[src/design/xboe_pkg.sv]
// Package for the x64 binary-op encoder: item types, kind codes, register indexes.
// No dependencies; used by every module of the encoder.
package xboe_pkg;

    localparam int QDEPTH  = 4;
    localparam int QPTR_W  = $clog2(QDEPTH);
    localparam int QCNT_W  = QPTR_W + 1;

    localparam logic [7:0] REX_W_BASE = 8'h48;

    typedef enum logic [2:0] {
        KIND_REG_REG = 3'd0,
        KIND_REG_IMM = 3'd1,
        KIND_REG_MEM = 3'd2,
        KIND_MEM_REG = 3'd3,
        KIND_MEM_IMM = 3'd4
    } kind_t;

    typedef enum logic [2:0] {
        CFG_OPC_MEM_TO_REG = 3'd0,
        CFG_OPC_REG_TO_RM  = 3'd1,
        CFG_OPC_IMM8       = 3'd2,
        CFG_OPC_IMM32      = 3'd3,
        CFG_IMM_EXT        = 3'd4
    } cfg_index_t;

    typedef struct packed {
        logic [2:0]         kind;
        logic [3:0]         reg_operand;
        logic [3:0]         other_reg;
        logic [3:0]         mem_base;
        logic               has_index;
        logic [3:0]         mem_index;
        logic [1:0]         scale_code;
        logic signed [31:0] displacement;
        logic signed [31:0] imm_value;
    } in_item_t;

    typedef struct packed {
        logic [63:0] chunk_bytes;
        logic [3:0]  chunk_len;
        logic        last;
        logic        illegal;
    } out_item_t;

    // encoded instruction word plus the pending immediate, queued front to back
    typedef struct packed {
        logic [63:0] word;
        logic [3:0]  len;
        logic        illegal;
        logic        has_imm;
        logic        imm_small;
        logic [31:0] imm;
    } enc_t;

    function automatic logic fits8(input logic [31:0] v);
        fits8 = (v[31:7] == '0) || (&v[31:7]);
    endfunction

endpackage

[src/design/xboe_front.sv]
// Front end: configuration registers and instruction classification/encoding.
// Depends on xboe_pkg.
module xboe_front
    import xboe_pkg::*;
(
    input  logic       clk,
    input  logic       rst_n,
    input  logic       cfg_valid,
    input  logic [2:0] cfg_index,
    input  logic [7:0] cfg_data,
    input  in_item_t   item,
    output enc_t       enc
);

    logic [7:0] opc_mem_to_reg_reg;
    logic [7:0] opc_reg_to_rm_reg;
    logic [7:0] opc_imm8_reg;
    logic [7:0] opc_imm32_reg;
    logic [2:0] imm_ext_reg;

    always_ff @(posedge clk or negedge rst_n)
    begin
        if (!rst_n)
        begin
            opc_mem_to_reg_reg <= 8'h03;
            opc_reg_to_rm_reg  <= 8'h01;
            opc_imm8_reg       <= 8'h83;
            opc_imm32_reg      <= 8'h81;
            imm_ext_reg        <= 3'd0;
        end
        else if (cfg_valid)
        begin
            unique case (cfg_index)
                CFG_OPC_MEM_TO_REG: opc_mem_to_reg_reg <= cfg_data;
                CFG_OPC_REG_TO_RM:  opc_reg_to_rm_reg  <= cfg_data;
                CFG_OPC_IMM8:       opc_imm8_reg       <= cfg_data;
                CFG_OPC_IMM32:      opc_imm32_reg      <= cfg_data;
                CFG_IMM_EXT:        imm_ext_reg        <= cfg_data[2:0];
                default: ;
            endcase
        end
    end

    always_comb
    begin
        logic        is_mem;
        logic        is_imm;
        logic        small_imm;
        logic        valid_kind;
        logic [7:0]  opcode;
        logic [3:0]  regfield;
        logic [7:0]  rex;
        logic [7:0]  modrm;
        logic [7:0]  sib;
        logic        need_disp;
        logic        d8;
        logic [1:0]  mode;
        logic [31:0] dval;
        logic [3:0]  dlen;
        logic        mem_bad;

        is_mem     = 1'b0;
        is_imm     = 1'b0;
        valid_kind = 1'b1;
        small_imm  = fits8(item.imm_value);
        opcode     = opc_reg_to_rm_reg;
        regfield   = item.other_reg;
        rex        = '0;
        modrm      = '0;

        unique case (item.kind)
            KIND_REG_REG: ;
            KIND_REG_IMM:
            begin
                is_imm   = 1'b1;
                opcode   = small_imm ? opc_imm8_reg : opc_imm32_reg;
                regfield = {1'b0, imm_ext_reg};
            end
            KIND_REG_MEM:
            begin
                is_mem   = 1'b1;
                opcode   = opc_mem_to_reg_reg;
                regfield = item.reg_operand;
            end
            KIND_MEM_REG:
            begin
                is_mem   = 1'b1;
                regfield = item.reg_operand;
            end
            KIND_MEM_IMM:
            begin
                is_mem   = 1'b1;
                is_imm   = 1'b1;
                opcode   = small_imm ? opc_imm8_reg : opc_imm32_reg;
                regfield = {1'b0, imm_ext_reg};
            end
            default: valid_kind = 1'b0;
        endcase

        need_disp = (item.displacement != '0) || (item.mem_base[2:0] == 3'd5);
        d8        = fits8(item.displacement);
        mode      = need_disp ? (d8 ? 2'd1 : 2'd2) : 2'd0;
        dlen      = need_disp ? (d8 ? 4'd1 : 4'd4) : 4'd0;
        dval      = need_disp ? (d8 ? {24'd0, item.displacement[7:0]} : item.displacement)
                              : 32'd0;
        mem_bad   = item.has_index ? (item.mem_index == 4'd4) : (item.mem_base[2:0] == 3'd4);
        sib       = {item.scale_code, item.mem_index[2:0], item.mem_base[2:0]};

        enc.imm       = item.imm_value;
        enc.imm_small = small_imm;
        enc.has_imm   = is_imm;
        enc.illegal   = 1'b0;

        if (!valid_kind || (is_mem && mem_bad))
        begin
            enc.word    = '0;
            enc.len     = 4'd0;
            enc.illegal = 1'b1;
            enc.has_imm = 1'b0;
        end
        else if (!is_mem)
        begin
            rex      = REX_W_BASE | {5'd0, regfield[3], 1'b0, item.reg_operand[3]};
            modrm    = {2'b11, regfield[2:0], item.reg_operand[2:0]};
            enc.word = {40'd0, modrm, opcode, rex};
            enc.len  = 4'd3;
        end
        else
        begin
            rex = REX_W_BASE | {5'd0, regfield[3], item.has_index & item.mem_index[3],
                                item.mem_base[3]};
            if (item.has_index)
            begin
                modrm    = {mode, regfield[2:0], 3'd4};
                enc.word = {dval, sib, modrm, opcode, rex};
                enc.len  = 4'd4 + dlen;
            end
            else
            begin
                modrm    = {mode, regfield[2:0], item.mem_base[2:0]};
                enc.word = {8'd0, dval, modrm, opcode, rex};
                enc.len  = 4'd3 + dlen;
            end
        end
    end

endmodule

[src/design/xboe_queue.sv]
// Short queue of encoded items between front and back end.
// Depends on xboe_pkg.
module xboe_queue
    import xboe_pkg::*;
(
    input  logic clk,
    input  logic rst_n,
    input  logic wr_en,
    input  enc_t wr_data,
    output logic full,
    input  logic rd_en,
    output enc_t rd_data,
    output logic empty
);

    enc_t              mem_reg [QDEPTH];
    logic [QPTR_W-1:0] wr_ptr_reg;
    logic [QPTR_W-1:0] rd_ptr_reg;
    logic [QCNT_W-1:0] count_reg;
    logic              do_wr;
    logic              do_rd;

    assign full    = (count_reg == QCNT_W'(QDEPTH));
    assign empty   = (count_reg == '0);
    assign do_wr   = wr_en && !full;
    assign do_rd   = rd_en && !empty;
    assign rd_data = mem_reg[rd_ptr_reg];

    always_ff @(posedge clk)
    begin
        if (do_wr)
        begin
            mem_reg[wr_ptr_reg] <= wr_data;
        end
    end

    always_ff @(posedge clk or negedge rst_n)
    begin
        if (!rst_n)
        begin
            wr_ptr_reg <= '0;
            rd_ptr_reg <= '0;
            count_reg  <= '0;
        end
        else
        begin
            if (do_wr)
            begin
                wr_ptr_reg <= wr_ptr_reg + 1'b1;
            end
            if (do_rd)
            begin
                rd_ptr_reg <= rd_ptr_reg + 1'b1;
            end
            if (do_wr && !do_rd)
            begin
                count_reg <= count_reg + 1'b1;
            end
            else if (do_rd && !do_wr)
            begin
                count_reg <= count_reg - 1'b1;
            end
        end
    end

endmodule

[src/design/xboe_back.sv]
// Back end: emits instruction word chunk then optional immediate chunk.
// Depends on xboe_pkg.
module xboe_back
    import xboe_pkg::*;
(
    input  logic      clk,
    input  logic      rst_n,
    input  enc_t      q_data,
    input  logic      q_empty,
    output logic      q_pop,
    output out_item_t result,
    output logic      empty,
    input  logic      pop
);

    out_item_t out_reg;
    out_item_t out_next;
    logic      out_valid_reg;
    logic      out_valid_next;
    out_item_t pend_reg;
    out_item_t pend_next;
    logic      pend_valid_reg;
    logic      pend_valid_next;
    logic      out_free;

    assign out_free = !out_valid_reg || pop;
    assign result   = out_reg;
    assign empty    = !out_valid_reg;

    always_comb
    begin
        out_next        = out_reg;
        out_valid_next  = out_valid_reg && !pop;
        pend_next       = pend_reg;
        pend_valid_next = pend_valid_reg;
        q_pop           = 1'b0;

        if (out_free)
        begin
            if (pend_valid_reg)
            begin
                out_next        = pend_reg;
                out_valid_next  = 1'b1;
                pend_valid_next = 1'b0;
            end
            else if (!q_empty)
            begin
                q_pop                = 1'b1;
                out_valid_next       = 1'b1;
                out_next.chunk_bytes = q_data.word;
                out_next.chunk_len   = q_data.len;
                out_next.last        = !q_data.has_imm;
                out_next.illegal     = q_data.illegal;
                pend_valid_next      = q_data.has_imm;
                pend_next.chunk_bytes = q_data.imm_small ? {56'd0, q_data.imm[7:0]}
                                                         : {32'd0, q_data.imm};
                pend_next.chunk_len  = q_data.imm_small ? 4'd1 : 4'd4;
                pend_next.last       = 1'b1;
                pend_next.illegal    = 1'b0;
            end
        end
    end

    always_ff @(posedge clk)
    begin
        out_reg  <= out_next;
        pend_reg <= pend_next;
    end

    always_ff @(posedge clk or negedge rst_n)
    begin
        if (!rst_n)
        begin
            out_valid_reg  <= 1'b0;
            pend_valid_reg <= 1'b0;
        end
        else
        begin
            out_valid_reg  <= out_valid_next;
            pend_valid_reg <= pend_valid_next;
        end
    end

    a_pend_needs_out: assert property (@(posedge clk) disable iff (!rst_n)
        pend_valid_reg |-> out_valid_reg)
        else $error("immediate chunk pending without word chunk");

    a_not_last_has_pend: assert property (@(posedge clk) disable iff (!rst_n)
        (out_valid_reg && !out_reg.last) |-> pend_valid_reg)
        else $error("non-final chunk without pending immediate");

    a_illegal_shape: assert property (@(posedge clk) disable iff (!rst_n)
        (out_valid_reg && out_reg.illegal) |-> (out_reg.last && out_reg.chunk_len == 4'd0))
        else $error("illegal item not a single empty chunk");

    a_no_pop_while_pend: assert property (@(posedge clk) disable iff (!rst_n)
        pend_valid_reg |-> !q_pop)
        else $error("queue popped while immediate chunk pending");

endmodule

[src/design/x64_binary_op_encoder.sv]
// Top level of the x64 two-operand ALU instruction encoder.
// Depends on xboe_pkg, xboe_front, xboe_queue, xboe_back.
//
// Usage:
//   Input queue port: an item is taken when push is high and full is low.
//   Result queue port: while empty is low the oldest result chunk is on
//   result; it is taken when pop is high and empty is low.
//   Config port: cfg_valid/cfg_ready with cfg_index/cfg_data; cfg_ready is
//   always high. Write only while no item is in flight.
//   Each item yields the instruction word chunk (REX, opcode, ModRM, SIB,
//   displacement) and, for immediate forms, a second chunk with the imm8 or
//   imm32. Illegal operand combinations yield one empty chunk flagged illegal.
//   The first chunk passes through the queue and then the result register.
//   Throughput: the queue takes one item per cycle while full is low;
//   immediate forms yield two chunks, and the single result register drains one chunk per cycle while pop is high.
//   A four-entry queue separates encoding from chunk output, so a stalled
//   receiver fills the queue before full rises; nothing is lost.
//   Reset empties the queue and result register and restores default opcodes.
module x64_binary_op_encoder
    import xboe_pkg::*;
(
    input  logic      clk,
    input  logic      rst_n,
    input  logic      push,
    output logic      full,
    input  in_item_t  item,
    output logic      empty,
    input  logic      pop,
    output out_item_t result,
    input  logic      cfg_valid,
    output logic      cfg_ready,
    input  logic [2:0] cfg_index,
    input  logic [7:0] cfg_data
);

    enc_t enc;
    enc_t q_data;
    logic q_empty;
    logic q_pop;

    assign cfg_ready = 1'b1;

    xboe_front u_front (
        .clk       (clk),
        .rst_n     (rst_n),
        .cfg_valid (cfg_valid),
        .cfg_index (cfg_index),
        .cfg_data  (cfg_data),
        .item      (item),
        .enc       (enc)
    );

    xboe_queue u_queue (
        .clk     (clk),
        .rst_n   (rst_n),
        .wr_en   (push),
        .wr_data (enc),
        .full    (full),
        .rd_en   (q_pop),
        .rd_data (q_data),
        .empty   (q_empty)
    );

    xboe_back u_back (
        .clk     (clk),
        .rst_n   (rst_n),
        .q_data  (q_data),
        .q_empty (q_empty),
        .q_pop   (q_pop),
        .result  (result),
        .empty   (empty),
        .pop     (pop)
    );

endmodule

[config.mk]
export PLATFORM = sky130hd
export DESIGN_NAME = x64_binary_op_encoder
export DESIGN_NICKNAME = d
export VERILOG_FILES = /design/src/design/xboe_pkg.sv /design/src/design/xboe_front.sv /design/src/design/xboe_queue.sv /design/src/design/xboe_back.sv /design/src/design/x64_binary_op_encoder.sv
export SDC_FILE = /design/constraint.sdc
export NUM_CORES = 1
export LEC_CHECK = 0
export ABC_AREA = 1
export BUFFER_PORTS_ARGS = -buffer_cell sky130_fd_sc_hd__buf_2
export CAP_MARGIN = 0
export CORE_MARGIN = 3
export CORE_UTILIZATION = 45
export DETAILED_ROUTE_END_ITERATION = 7
export PLACE_DENSITY = 0.76
export SLEW_MARGIN = 40
export SYNTH_ARGS = -nofsm -noshare
export SYNTH_HDL_FRONTEND = slang
export SYNTH_SLANG_ARGS = --single-unit
[constraint.sdc]
create_clock -name clk -period 5.56 [get_ports clk]
set_input_delay 0.278 -clock clk [delete_from_list [all_inputs] [get_ports clk]]
set_output_delay 0.278 -clock clk [all_outputs]
set_load 0.005 [all_outputs]
# ---- After elaboration in Yosys (flattened, before gate mapping)
# Memories as Yosys holds them, arrays and structs flattened.
# Cells that the tools add are included.
# Widths: inputs -> output; s select.
dict set report word_totals {
  regBits 182
  ramBits 412
  input_bits 102
  out_inout_bits 73
  word_cells 111
  n_memories 1
}
dict set report op_classes {
  n_addsub 6
  n_eq_ne 13
  mux 32
  bitwise 3
  n_reduce_logical 39
}
# name depth width rd rd_clocked_by_memory_dff wr line
set mem_list {}
lappend mem_list {u_queue.mem_reg 4 103 1 0 1 xboe_queue.sv:16} ;# enc_t mem_reg [QDEPTH];
# cell n
set op_table {}
lappend op_table {{$mux 68} 3}
lappend op_table {{$mux 70} 2}
lappend op_table {{$mux 32} 2}
lappend op_table {{$logic_not 25->1} 2}
lappend op_table {{$reduce_and 25->1} 2}
lappend op_table {{$reduce_bool 32->1} 1}
lappend op_table {{$pmux 8 s2} 1}
lappend op_table {{$eq 3x3->1 const B} 5}
lappend op_table {{$mux 1} 14}
lappend op_table {{$eq 3x2->1 const B} 4}
lappend op_table {{$mux 3} 4}
lappend op_table {{$reduce_and 2->1} 6}
lappend op_table {{$logic_not 3->1} 3}
lappend op_table {{$logic_not 1->1} 8}
lappend op_table {{$mux 8} 1}
lappend op_table {{$pmux 4 s2} 1}
lappend op_table {{$eq 3x1->1 const B} 2}
lappend op_table {{$logic_and 1x1->1} 6}
lappend op_table {{$mux 2} 3}
lappend op_table {{$logic_or 1x1->1} 5}
lappend op_table {{$reduce_or 5->1} 1}
lappend op_table {{$add 2x1->2 const B} 2}
lappend op_table {{$add 2x4->4 const A} 1}
lappend op_table {{$add 3x4->4 const A} 1}
lappend op_table {{other kinds (11)} 13}

# ---- Depth between registers and ports, before layout
# Gate-level depths: netlist of the first run.
dict set report logic_depth {
  ltp_word 8
  ltp_mapped 11
  mapped_depth_nobuf 11
}

# ---- By module
# From an unflattened synthesis of the first run, not the netlist that was laid out.
dict set report unflattened {
  cells_unflattened 2191
  hier_area_um2 24298.3
}
# mod n_inst cells_per_inst area_per_inst_um2 seq_area_each_um2
set by_module_without_submodules {}
lappend by_module_without_submodules {xboe_queue 1 1263 16774.8 12547.0}
lappend by_module_without_submodules {xboe_back 1 356 4172.8 3173.0}
lappend by_module_without_submodules {xboe_front 1 570 3339.5 885.8}
lappend by_module_without_submodules {x64_binary_op_encoder 1 2 11.3 0.0}

# ---- Least setup slack after synthesis of the first run
# OpenSTA, ideal clock, no wires.
dict set report synth_timing {
  path_type {register -> register}
  from {register u_queue.count_reg[0]}
  to {memory u_queue.mem_reg[0][0] in the netlist's numbering (enable)}
  setup_time_ns 0.558
  arrival_time_ns 4.803
  required_time_ns 5.002
  path_slack_ns 0.199
  path_stages_with_launch 4
  n_path_buf 0
  synth_period_minus_slack_ns 5.361
  cell_sequence {dfrtp_1 > or2_2 > o21ai_1 > nor2_1}
}
dict set report synth_via {
  elab_chain_cells 5
}
# element line
set synth_rtl {}
lappend synth_rtl {{start: declaration} xboe_queue.sv:19} ;# logic [QCNT_W-1:0] count_reg;
lappend synth_rtl {{start signal: assignment} xboe_queue.sv:57} ;# count_reg <= count_reg + 1'b1;
lappend synth_rtl {{start signal: assignment} xboe_queue.sv:61} ;# count_reg <= count_reg - 1'b1;
lappend synth_rtl {{$eq 3x3->1} xboe_queue.sv:23} ;# assign full = (count_reg == QCNT_W'(QDEPTH));
lappend synth_rtl {{$logic_not 1->1} xboe_queue.sv:25} ;# assign do_wr = wr_en && !full;
lappend synth_rtl {{$logic_and 1x1->1} xboe_queue.sv:25}
lappend synth_rtl {{$mux 1} xboe_queue.sv:31} ;# if (do_wr)
lappend synth_rtl {{$mux 1 (implied by the code)} xboe_queue.sv:33} ;# mem_reg[wr_ptr_reg] <= wr_data;
lappend synth_rtl {{end: declaration} xboe_queue.sv:16}
# No other way between the ends.

# ---- Final worst setup path of the first run
dict set report layout_timing {
  from {register u_queue.rd_ptr_reg[0]}
  to {register u_back.out_reg, in the netlist u_back.result[56] (data pin)}
}
dict set report layout_via {
  elab_chain_cells 3
}
# element line
set layout_rtl {}
lappend layout_rtl {{start: declaration} xboe_queue.sv:18} ;# logic [QPTR_W-1:0] rd_ptr_reg;
lappend layout_rtl {{start signal: assignment} xboe_queue.sv:53} ;# rd_ptr_reg <= rd_ptr_reg + 1'b1;
lappend layout_rtl {{$mem_v2 4x103} --}
lappend layout_rtl {{$mux 70} xboe_back.sv:46} ;# else if (!q_empty)
lappend layout_rtl {{$mux 70} xboe_back.sv:40} ;# if (pend_valid_reg)
lappend layout_rtl {{end signal: assignment} xboe_back.sv:66} ;# out_reg <= out_next;
lappend layout_rtl {{end: declaration} xboe_back.sv:16} ;# out_item_t out_reg;
# No other way between the ends. The select of a mux whose other input is x is not followed.
# A chain may end at the register's enable or synchronous reset.

==> impl_metrics.env, run 1 <==
export IMPL_flow_area_growth_from_synthesis_pct=16.2
export IMPL_synth_top_family_by_area="simple AND/OR/NAND/NOR gates"
export IMPL_start_util_pct=45.9
export IMPL_clk_latency_ns=0.60
export IMPL_port_buf_inserts=173
export IMPL_via_per_inst=5.49
export IMPL_total_die_area_um2=51800
export IMPL_dr_pass1_iters=8
export IMPL_yosys_most_used_dff="sky130_fd_sc_hd__edfxtp_1"
export IMPL_globalRouteOverflowTotal=0
export IMPL_overall_global_routing_resource_usage_pct=21.3
export IMPL_timing_final_crit_period_ns=2.96
export IMPL_clk_root_buffer_cell="sky130_fd_sc_hd__clkbuf_16"
export IMPL_nFillCells=3943
export IMPL_synth_compound_area_share_pct=9.66
export IMPL_synth_xor_area_share_pct=0.159
export IMPL_core_area_um2=48100
export IMPL_cts_resized_gates=0
export IMPL_syn_area_per_cell_um2=11.7
export IMPL_async_set_or_reset_register_ratio_after_synthesis_pct=8.09
export IMPL_ir_drop_worst_case_vdd_mv=0.338
export IMPL_slew_limit_headroom_pct=47.3
export IMPL_number_of_max_slew_violations_in_the_final_report=0
export IMPL_met3RoutedLength_um=4750
export IMPL_routed_top_layer="met4"
export IMPL_critPathArrivalTime_ns=3.37
export IMPL_synthDistinctLibCells=38
export IMPL_numClockSinks=544
export IMPL_number_of_antenna_violating_nets_in_the_routed_design=0
export IMPL_detailroute_via_count=15200
export IMPL_hpwlAfterDp_um=33400
export IMPL_combined_flip_flop_and_latch_cell_area_um2=16100
export IMPL_synth_largest_area_cell="sky130_fd_sc_hd__edfxtp_1"
export IMPL_number_of_antenna_violations_at_the_first_check_in_global_routing=1
export IMPL_rows=80
export IMPL_synth_area_mux_share_pct=0.0510
export IMPL_synth_nets=1998
export IMPL_grt_pass1_vias=14800
export IMPL_drive_above_1_share_pct=14.3
export IMPL_ioPinCount=175
export IMPL_ys_top_cells_by_area="sky130_fd_sc_hd__edfxtp_1 (68%), sky130_fd_sc_hd__nor2_1 (7.6%), sky130_fd_sc_hd__o21ai_0 (5.9%), sky130_fd_sc_hd__dfrtp_1 (4.1%), sky130_fd_sc_hd__nand2_1 (3.3%)"
export IMPL_met2RoutedLength_um=28100
export IMPL_register_to_register_setup_slack_ns=2.60
export IMPL_finalSetupViolCount=0
export IMPL_largest_reg_flops=396
export IMPL_routedLengthMet1_um=21300
export IMPL_timing_clock_skew_ns=0.0138
export IMPL_final_routed_wire_length_divided_by_cell_count_um=20.1
export IMPL_setup_cp_type="reg -> reg"
export IMPL_rsz0062_at_grt="no"
export IMPL_ctsHoldBuffers=38
export IMPL_synth_top_area_share_pct=68.0
export IMPL_synth_yosys_seq_area_share_pct=73.0
export IMPL_grt_max_degree=92
export IMPL_synth_fa_ha_area_share_pct=0.431
export IMPL_fin_crit_sh_pct=53.2
export IMPL_yosysWarningCount=0
export IMPL_max_slew_worst_pin_slew_ns=0.790
export IMPL_leakage_nw=9.68
export IMPL_multi_input_area_um2=5090
export IMPL_drt_drc_violations_left=0
export IMPL_max_freq_mhz=338
export IMPL_max_cap_viol_count=0
export IMPL_synthCells=1889
export IMPL_worstSetupStartpointType="flip-flop"
export IMPL_fin_util_pct=53.3
export IMPL_cts_reportedPaths_clkPinSlew_ns=0.06
export IMPL_report_power_total_mw=13.4
export IMPL_power_density_nw_per_um2=524
export IMPL_run_status="completed"
export IMPL_fp_dieH_um=228
export IMPL_dp_cells=2637
export IMPL_synth_edff_count=500
export IMPL_cts_max_level=2
export IMPL_cp_max_fo=91
export IMPL_routed_wl_um=55500
export IMPL_endpoint_kind="flip-flop"
export IMPL_final_hold_violation_count=0
export IMPL_tritoncts="yes"
export IMPL_grt_pass1_wl_um=83800
export IMPL_synth_simple_gate_area_share_pct=12.5
export IMPL_setup_total_negative_slack_ns=0
export IMPL_die_w_um=228
export IMPL_drt_first_iter_violations=1899
export IMPL_yosys_register_bits=544
export IMPL_worst_hold_path_type="in -> reg"
export IMPL_fin_cells=2768
export IMPL_diodes=0
export IMPL_clock_tree_buffer_depth=3
export IMPL_critical_path_required_ns=5.97
export IMPL_cts_made_buffers=52
export IMPL_syn_cell_area_um2=22100
export IMPL_post_cts_buffers=0
export IMPL_final_net_count=2182
export IMPL_gpl_final_weighted_congestion=0.944
cell usage after synthesis (7+ instances only):
library cell	number
sky130_fd_sc_hd__a31oi_1	32
sky130_fd_sc_hd__dfrtp_1	36
sky130_fd_sc_hd__nand3_1	47
sky130_fd_sc_hd__clkbuf_1	60
sky130_fd_sc_hd__a21oi_1	63
sky130_fd_sc_hd__inv_2	7
sky130_fd_sc_hd__o21ai_0	261
sky130_fd_sc_hd__nor2_1	445
sky130_fd_sc_hd__o22ai_1	34
sky130_fd_sc_hd__edfxtp_1	500
sky130_fd_sc_hd__nand2_1	194
sky130_fd_sc_hd__buf_1	11
sky130_fd_sc_hd__dfstp_2	8
sky130_fd_sc_hd__nand4_1	10
sky130_fd_sc_hd__buf_2	20
sky130_fd_sc_hd__inv_1	117
power by group:
group | total, mW | switching (mW) | leakage [nW] | internal [mW]
registers | 6.28 | 0.418 | 5.25 | 5.87
clock network | 3.52 | 1.46 | 0.836 | 2.06
logic | 3.64 | 2.56 | 3.60 | 1.08
total | 13.4 | 4.44 | 9.68 | 9.00
logic make-up after synthesis:
family,after synthesis
buffers and inverters,224
multiplexers,1
adder cells (fa/ha/maj),7
AO/OA/AOI/OAI,401
other,1
flip-flops,544
XOR/XNOR,4
AND/OR/NAND/NOR,707
final timing paths:
path                                         start                            to  cells past startpoint
max                          u_queue.rd_ptr_reg[0]             u_back.result[56]                      6
min                                    cfg_data[0]       u_front.opc_imm8_reg[0]                      3
max reg2reg                  u_queue.rd_ptr_reg[0]             u_back.result[56]                      6
min reg2reg                u_front.opc_imm8_reg[5]       u_front.opc_imm8_reg[5]                      2
max in group asynchronous                    rst_n         u_queue.rd_ptr_reg[1]                      2
min in group asynchronous                    rst_n  u_front.opc_reg_to_rm_reg[5]                      2
worst max-delay path, stage by stage (launching register included):
cell and delay, ns:
sky130_fd_sc_hd__dfrtp_4 0.82, sky130_fd_sc_hd__buf_4 0.59, sky130_fd_sc_hd__buf_6 0.62, sky130_fd_sc_hd__nor2_1 0.12
sky130_fd_sc_hd__nor2_1 0.12, sky130_fd_sc_hd__o21ai_0 0.09, sky130_fd_sc_hd__a21oi_1 0.26
layout make-up:
cell class              count  area share (%)
repair buffers            228            5.51
clock buffers              75            5.89
well taps                 656            3.20
flip-flops and latches    544            62.9
multi-input cells        1121            19.8
clock inverters            18           0.751
inverters                 126            1.90
metrics by stage:
step | setup slack (ns) | hold WS [ns] | area (um^2)
finish | 2.60 | 0.0267 | 25600
global route | 2.44 | 0.0339 | 25600
CTS | 2.65 | 0.00467 | 25600
detailed placement | 2.42 | 0.331 | 23600
global placement | 2.16 | 0.466 | 23500
floorplan | 0.199 | -0.0176 | 22100
layout by cell type (no fill, tap or decap), types with 4 or more instances in the layout:
cell type,n
sky130_fd_sc_hd__clkbuf_16,54
sky130_fd_sc_hd__a31oi_1,32
sky130_fd_sc_hd__o22ai_1,34
sky130_fd_sc_hd__bufinv_16,4
sky130_fd_sc_hd__edfxtp_1,500
sky130_fd_sc_hd__nand3_1,47
sky130_fd_sc_hd__buf_4,13
sky130_fd_sc_hd__ha_1,6
sky130_fd_sc_hd__nor2_4,4
sky130_fd_sc_hd__dfrtp_1,33
sky130_fd_sc_hd__o21ai_0,261
sky130_fd_sc_hd__clkbuf_8,8
sky130_fd_sc_hd__nor2_1,441
sky130_fd_sc_hd__nor3_1,6
sky130_fd_sc_hd__nand2_1,194
sky130_fd_sc_hd__inv_1,115
sky130_fd_sc_hd__dfstp_2,8
sky130_fd_sc_hd__nand4_1,10
sky130_fd_sc_hd__clkinv_2,7
sky130_fd_sc_hd__inv_2,6
sky130_fd_sc_hd__o21ai_2,4
sky130_fd_sc_hd__a21oi_1,63
sky130_fd_sc_hd__clkinv_1,7
sky130_fd_sc_hd__buf_2,172
sky130_fd_sc_hd__dlygate4sd3_1,38
sky130_fd_sc_hd__clkbuf_1,13
layer usage:
layer,up-vias,track usage [%]
met2,712,36.9
li1,6935,-
met3,97,3.79
met4,0,6.94
met1,7449,27.3
met5,-,0
(Power assumes the default switching activity.)
==> run 2, diff against run 1 <==
Settings changed: PLACE_DENSITY 0.76 to 0.74.
Clock period 5.56 ns to 3.1 ns, I/O delays scaled along.
==> run 2 against run 1 <==
Effect of this change:
- combinational power is 88% higher
- sequential share of layout area is 0.92 points lower
- via count is 0.70% higher
- total power is 83% higher
- register-to-register slack worse by 1.8 ns
- global-route usage is 0.083 points higher
- final cell count is 1.1% higher
- critical path type unchanged
- largest cell class unchanged
- largest power group unchanged
==> impl_metrics.env, run 2 (synthesis results as in run 1) <==
export IMPL_run_status="completed"
export IMPL_cts_resized_gates=0
export IMPL_routed_wl_um=56100
export IMPL_setup_cp_type="reg -> reg"
export IMPL_cp_common_cell="sky130_fd_sc_hd__inv_1"
export IMPL_tritoncts="yes"
export IMPL_ctsHoldBuffers=44
export IMPL_critPathArrivalTime_ns=2.76
export IMPL_max_cap_viol_count=0
export IMPL_most_frequent_standard_cell_in_the_layout_excluding_fill_and_tap_cells="sky130_fd_sc_hd__edfxtp_1"
export IMPL_leakage_nw=9.87
export IMPL_port_buf_inserts=173
export IMPL_register_to_register_setup_slack_ns=0.81
export IMPL_min_from="item[64]"
export IMPL_largest_reg_flops=396
export IMPL_groute_layer_met3_usage_pct=3.93
export IMPL_fp_dieH_um=228
export IMPL_finalSetupViolCount=0
export IMPL_post_cts_buffers=0
export IMPL_worstSetupStartpointType="flip-flop"
export IMPL_final_net_count=2206
export IMPL_ff2ff_path_depth=8
export IMPL_overall_global_routing_resource_usage_pct=21.3
export IMPL_diodes=0
export IMPL_detailroute_via_count=15300
export IMPL_gpl_final_weighted_congestion=0.884
export IMPL_timing_critical_path_slowest_cell_delay_ns=0.42
export IMPL_hpwlAfterDp_um=34000
export IMPL_dp_cells=2653
export IMPL_clk_root_buffer_cell="sky130_fd_sc_hd__clkbuf_16"
export IMPL_cts_reportedPaths_clkPinSlew_ns=0.06
export IMPL_die_w_um=228
export IMPL_timing_hold_worst_path_depth=3
export IMPL_number_of_antenna_violating_nets_in_the_routed_design=0
export IMPL_total_die_area_um2=51800
export IMPL_slew_limit_headroom_pct=46.7
export IMPL_fin_crit_sh_pct=73.8
export IMPL_critical_path_required_ns=3.57
export IMPL_grt_pass1_wl_um=84400
export IMPL_max_slew_worst_pin_slew_ns=0.798
export IMPL_timing_clock_skew_ns=0.0179
export IMPL_globalRouteOverflowTotal=0
export IMPL_ir_drop_worst_case_vdd_mv=0.729
export IMPL_via_per_inst=5.47
export IMPL_grt_busiest_layer="met2"
export IMPL_setup_total_negative_slack_ns=0
export IMPL_groute_layer_met2_usage_pct=35.9
export IMPL_crit_slowest_cell="sky130_fd_sc_hd__dfrtp_1"
export IMPL_drt_first_iter_violations=1924
export IMPL_core_area_um2=48100
export IMPL_reg2reg_to="u_queue.count_reg[1]"
export IMPL_ioPinCount=175
export IMPL_cts_made_buffers=54
export IMPL_clock_tree_buffer_depth=3
export IMPL_final_hold_violation_count=0
export IMPL_number_of_max_slew_violations_in_the_final_report=0
export IMPL_numClockSinks=544
export IMPL_path_cells="or2_2 > o21ai_1 > buf_4 > inv_1 > ha_1 > inv_1 > fa_1 > mux2_2"
export IMPL_timing_final_crit_period_ns=2.29
export IMPL_most_common_layout_cells="sky130_fd_sc_hd__edfxtp_1 (500), sky130_fd_sc_hd__nor2_1 (441), sky130_fd_sc_hd__o21ai_0 (261)"
export IMPL_final_routed_wire_length_divided_by_cell_count_um=20.0
export IMPL_power_density_nw_per_um2=946
export IMPL_rows=80
export IMPL_drive_above_1_share_pct=15.3
export IMPL_max_freq_mhz=437
export IMPL_clk_latency_ns=0.60
export IMPL_endpoint_kind="flip-flop"
export IMPL_rsz0062_at_grt="no"
export IMPL_grt_max_degree=114
export IMPL_cts_max_level=2
export IMPL_cp_max_fo=6
export IMPL_grt_pass1_vias=15000
export IMPL_fin_hold_ws_ns=0.0353
export IMPL_worst_hold_path_type="in -> reg"
export IMPL_start_util_pct=45.9
export IMPL_holdPathEnd="u_queue.mem_reg[2][69]"
export IMPL_drt_drc_violations_left=0
export IMPL_met1_capacity_usage_during_global_routing_pct=28.5
export IMPL_dr_pass1_iters=7
export IMPL_number_of_antenna_violations_at_the_first_check_in_global_routing=0
export IMPL_reg2reg_start="u_queue.count_reg[0]"
export IMPL_flow_area_growth_from_synthesis_pct=17.9
export IMPL_fin_cells=2799
==> run 2: cell count changes in the layout (fill, tap and decap cells not counted), moves of 2 or more <==
cell	delta
sky130_fd_sc_hd__buf_4	+8
sky130_fd_sc_hd__dlygate4sd3_1	+6
sky130_fd_sc_hd__buf_6	-3
sky130_fd_sc_hd__clkinv_2	+7
sky130_fd_sc_hd__clkinv_1	+2
sky130_fd_sc_hd__buf_12	+11
sky130_fd_sc_hd__clkinvlp_4	+3
sky130_fd_sc_hd__clkbuf_8	-3
sky130_fd_sc_hd__clkbuf_1	-5
==> run 2: layout make-up <==
type                    count  area, um^2
clock buffers              68        1480
clock inverters            34         319
fillers                  3954       22100
inverters                 126         479
multi-input cells        1121        5080
flip-flops and latches    544       16100
well taps                 656         821
repair buffers            250        1720
==> run 2: worst max path at each step <==
stage / start / endpoint / slack [ns]
after global placement: u_queue.count_reg[0] / u_queue.count_reg[2] / 0.89
final: u_queue.count_reg[0] / u_queue.count_reg[1] / 0.81
after floorplan: u_queue.count_reg[0] / u_queue.mem_reg[0][0] / -0.64
after detailed placement: u_queue.count_reg[0] / u_queue.count_reg[1] / 0.83
after global routing: u_queue.rd_ptr_reg[0] / u_back.pend_reg[37] / 0.69
after CTS: u_queue.count_reg[0] / u_queue.count_reg[1] / 0.82
==> run 2: worst max-delay path, delay by kind of cell, from the launching register on <==
kind                       cells  cell delay (ns)
adders and majority gates      2             0.61
DFF                            1             0.42
buffers and inverters          3             0.42
and+or+nand+nor                1             0.34
muxes                          1             0.26
AOI/OAI and AO/OA              1             0.13
==> run 2: power by group <==
group / switching (mW) / internal, mW / leakage [nW]
registers: 0.728 / 10.5 / 5.25
logic: 4.73 / 2.12 / 3.74
clock network: 2.73 / 3.79 / 0.882
==> run 2: through the flow <==
stage	power, mW	setup slack, ns	util (%)	instance area (um^2)
global route	25.9	0.686	54.1	26000
CTS	24.7	0.823	54.1	26000
finish	24.6	0.811	54.1	26000
global placement	17.9	0.886	49.4	23800
floorplan	15.3	-0.639	-	22100
detailed placement	18.1	0.826	49.4	23800
==> run 2: layer usage <==
| metal | wire length, um | vias up |
|---|---|---|
| li1 | - | 6989 |
| met1 | 22000 | 7417 |
| met2 | 27800 | 798 |
| met3 | 5070 | 95 |
| met4 | 1280 | 0 |
| met5 | 0 | - |
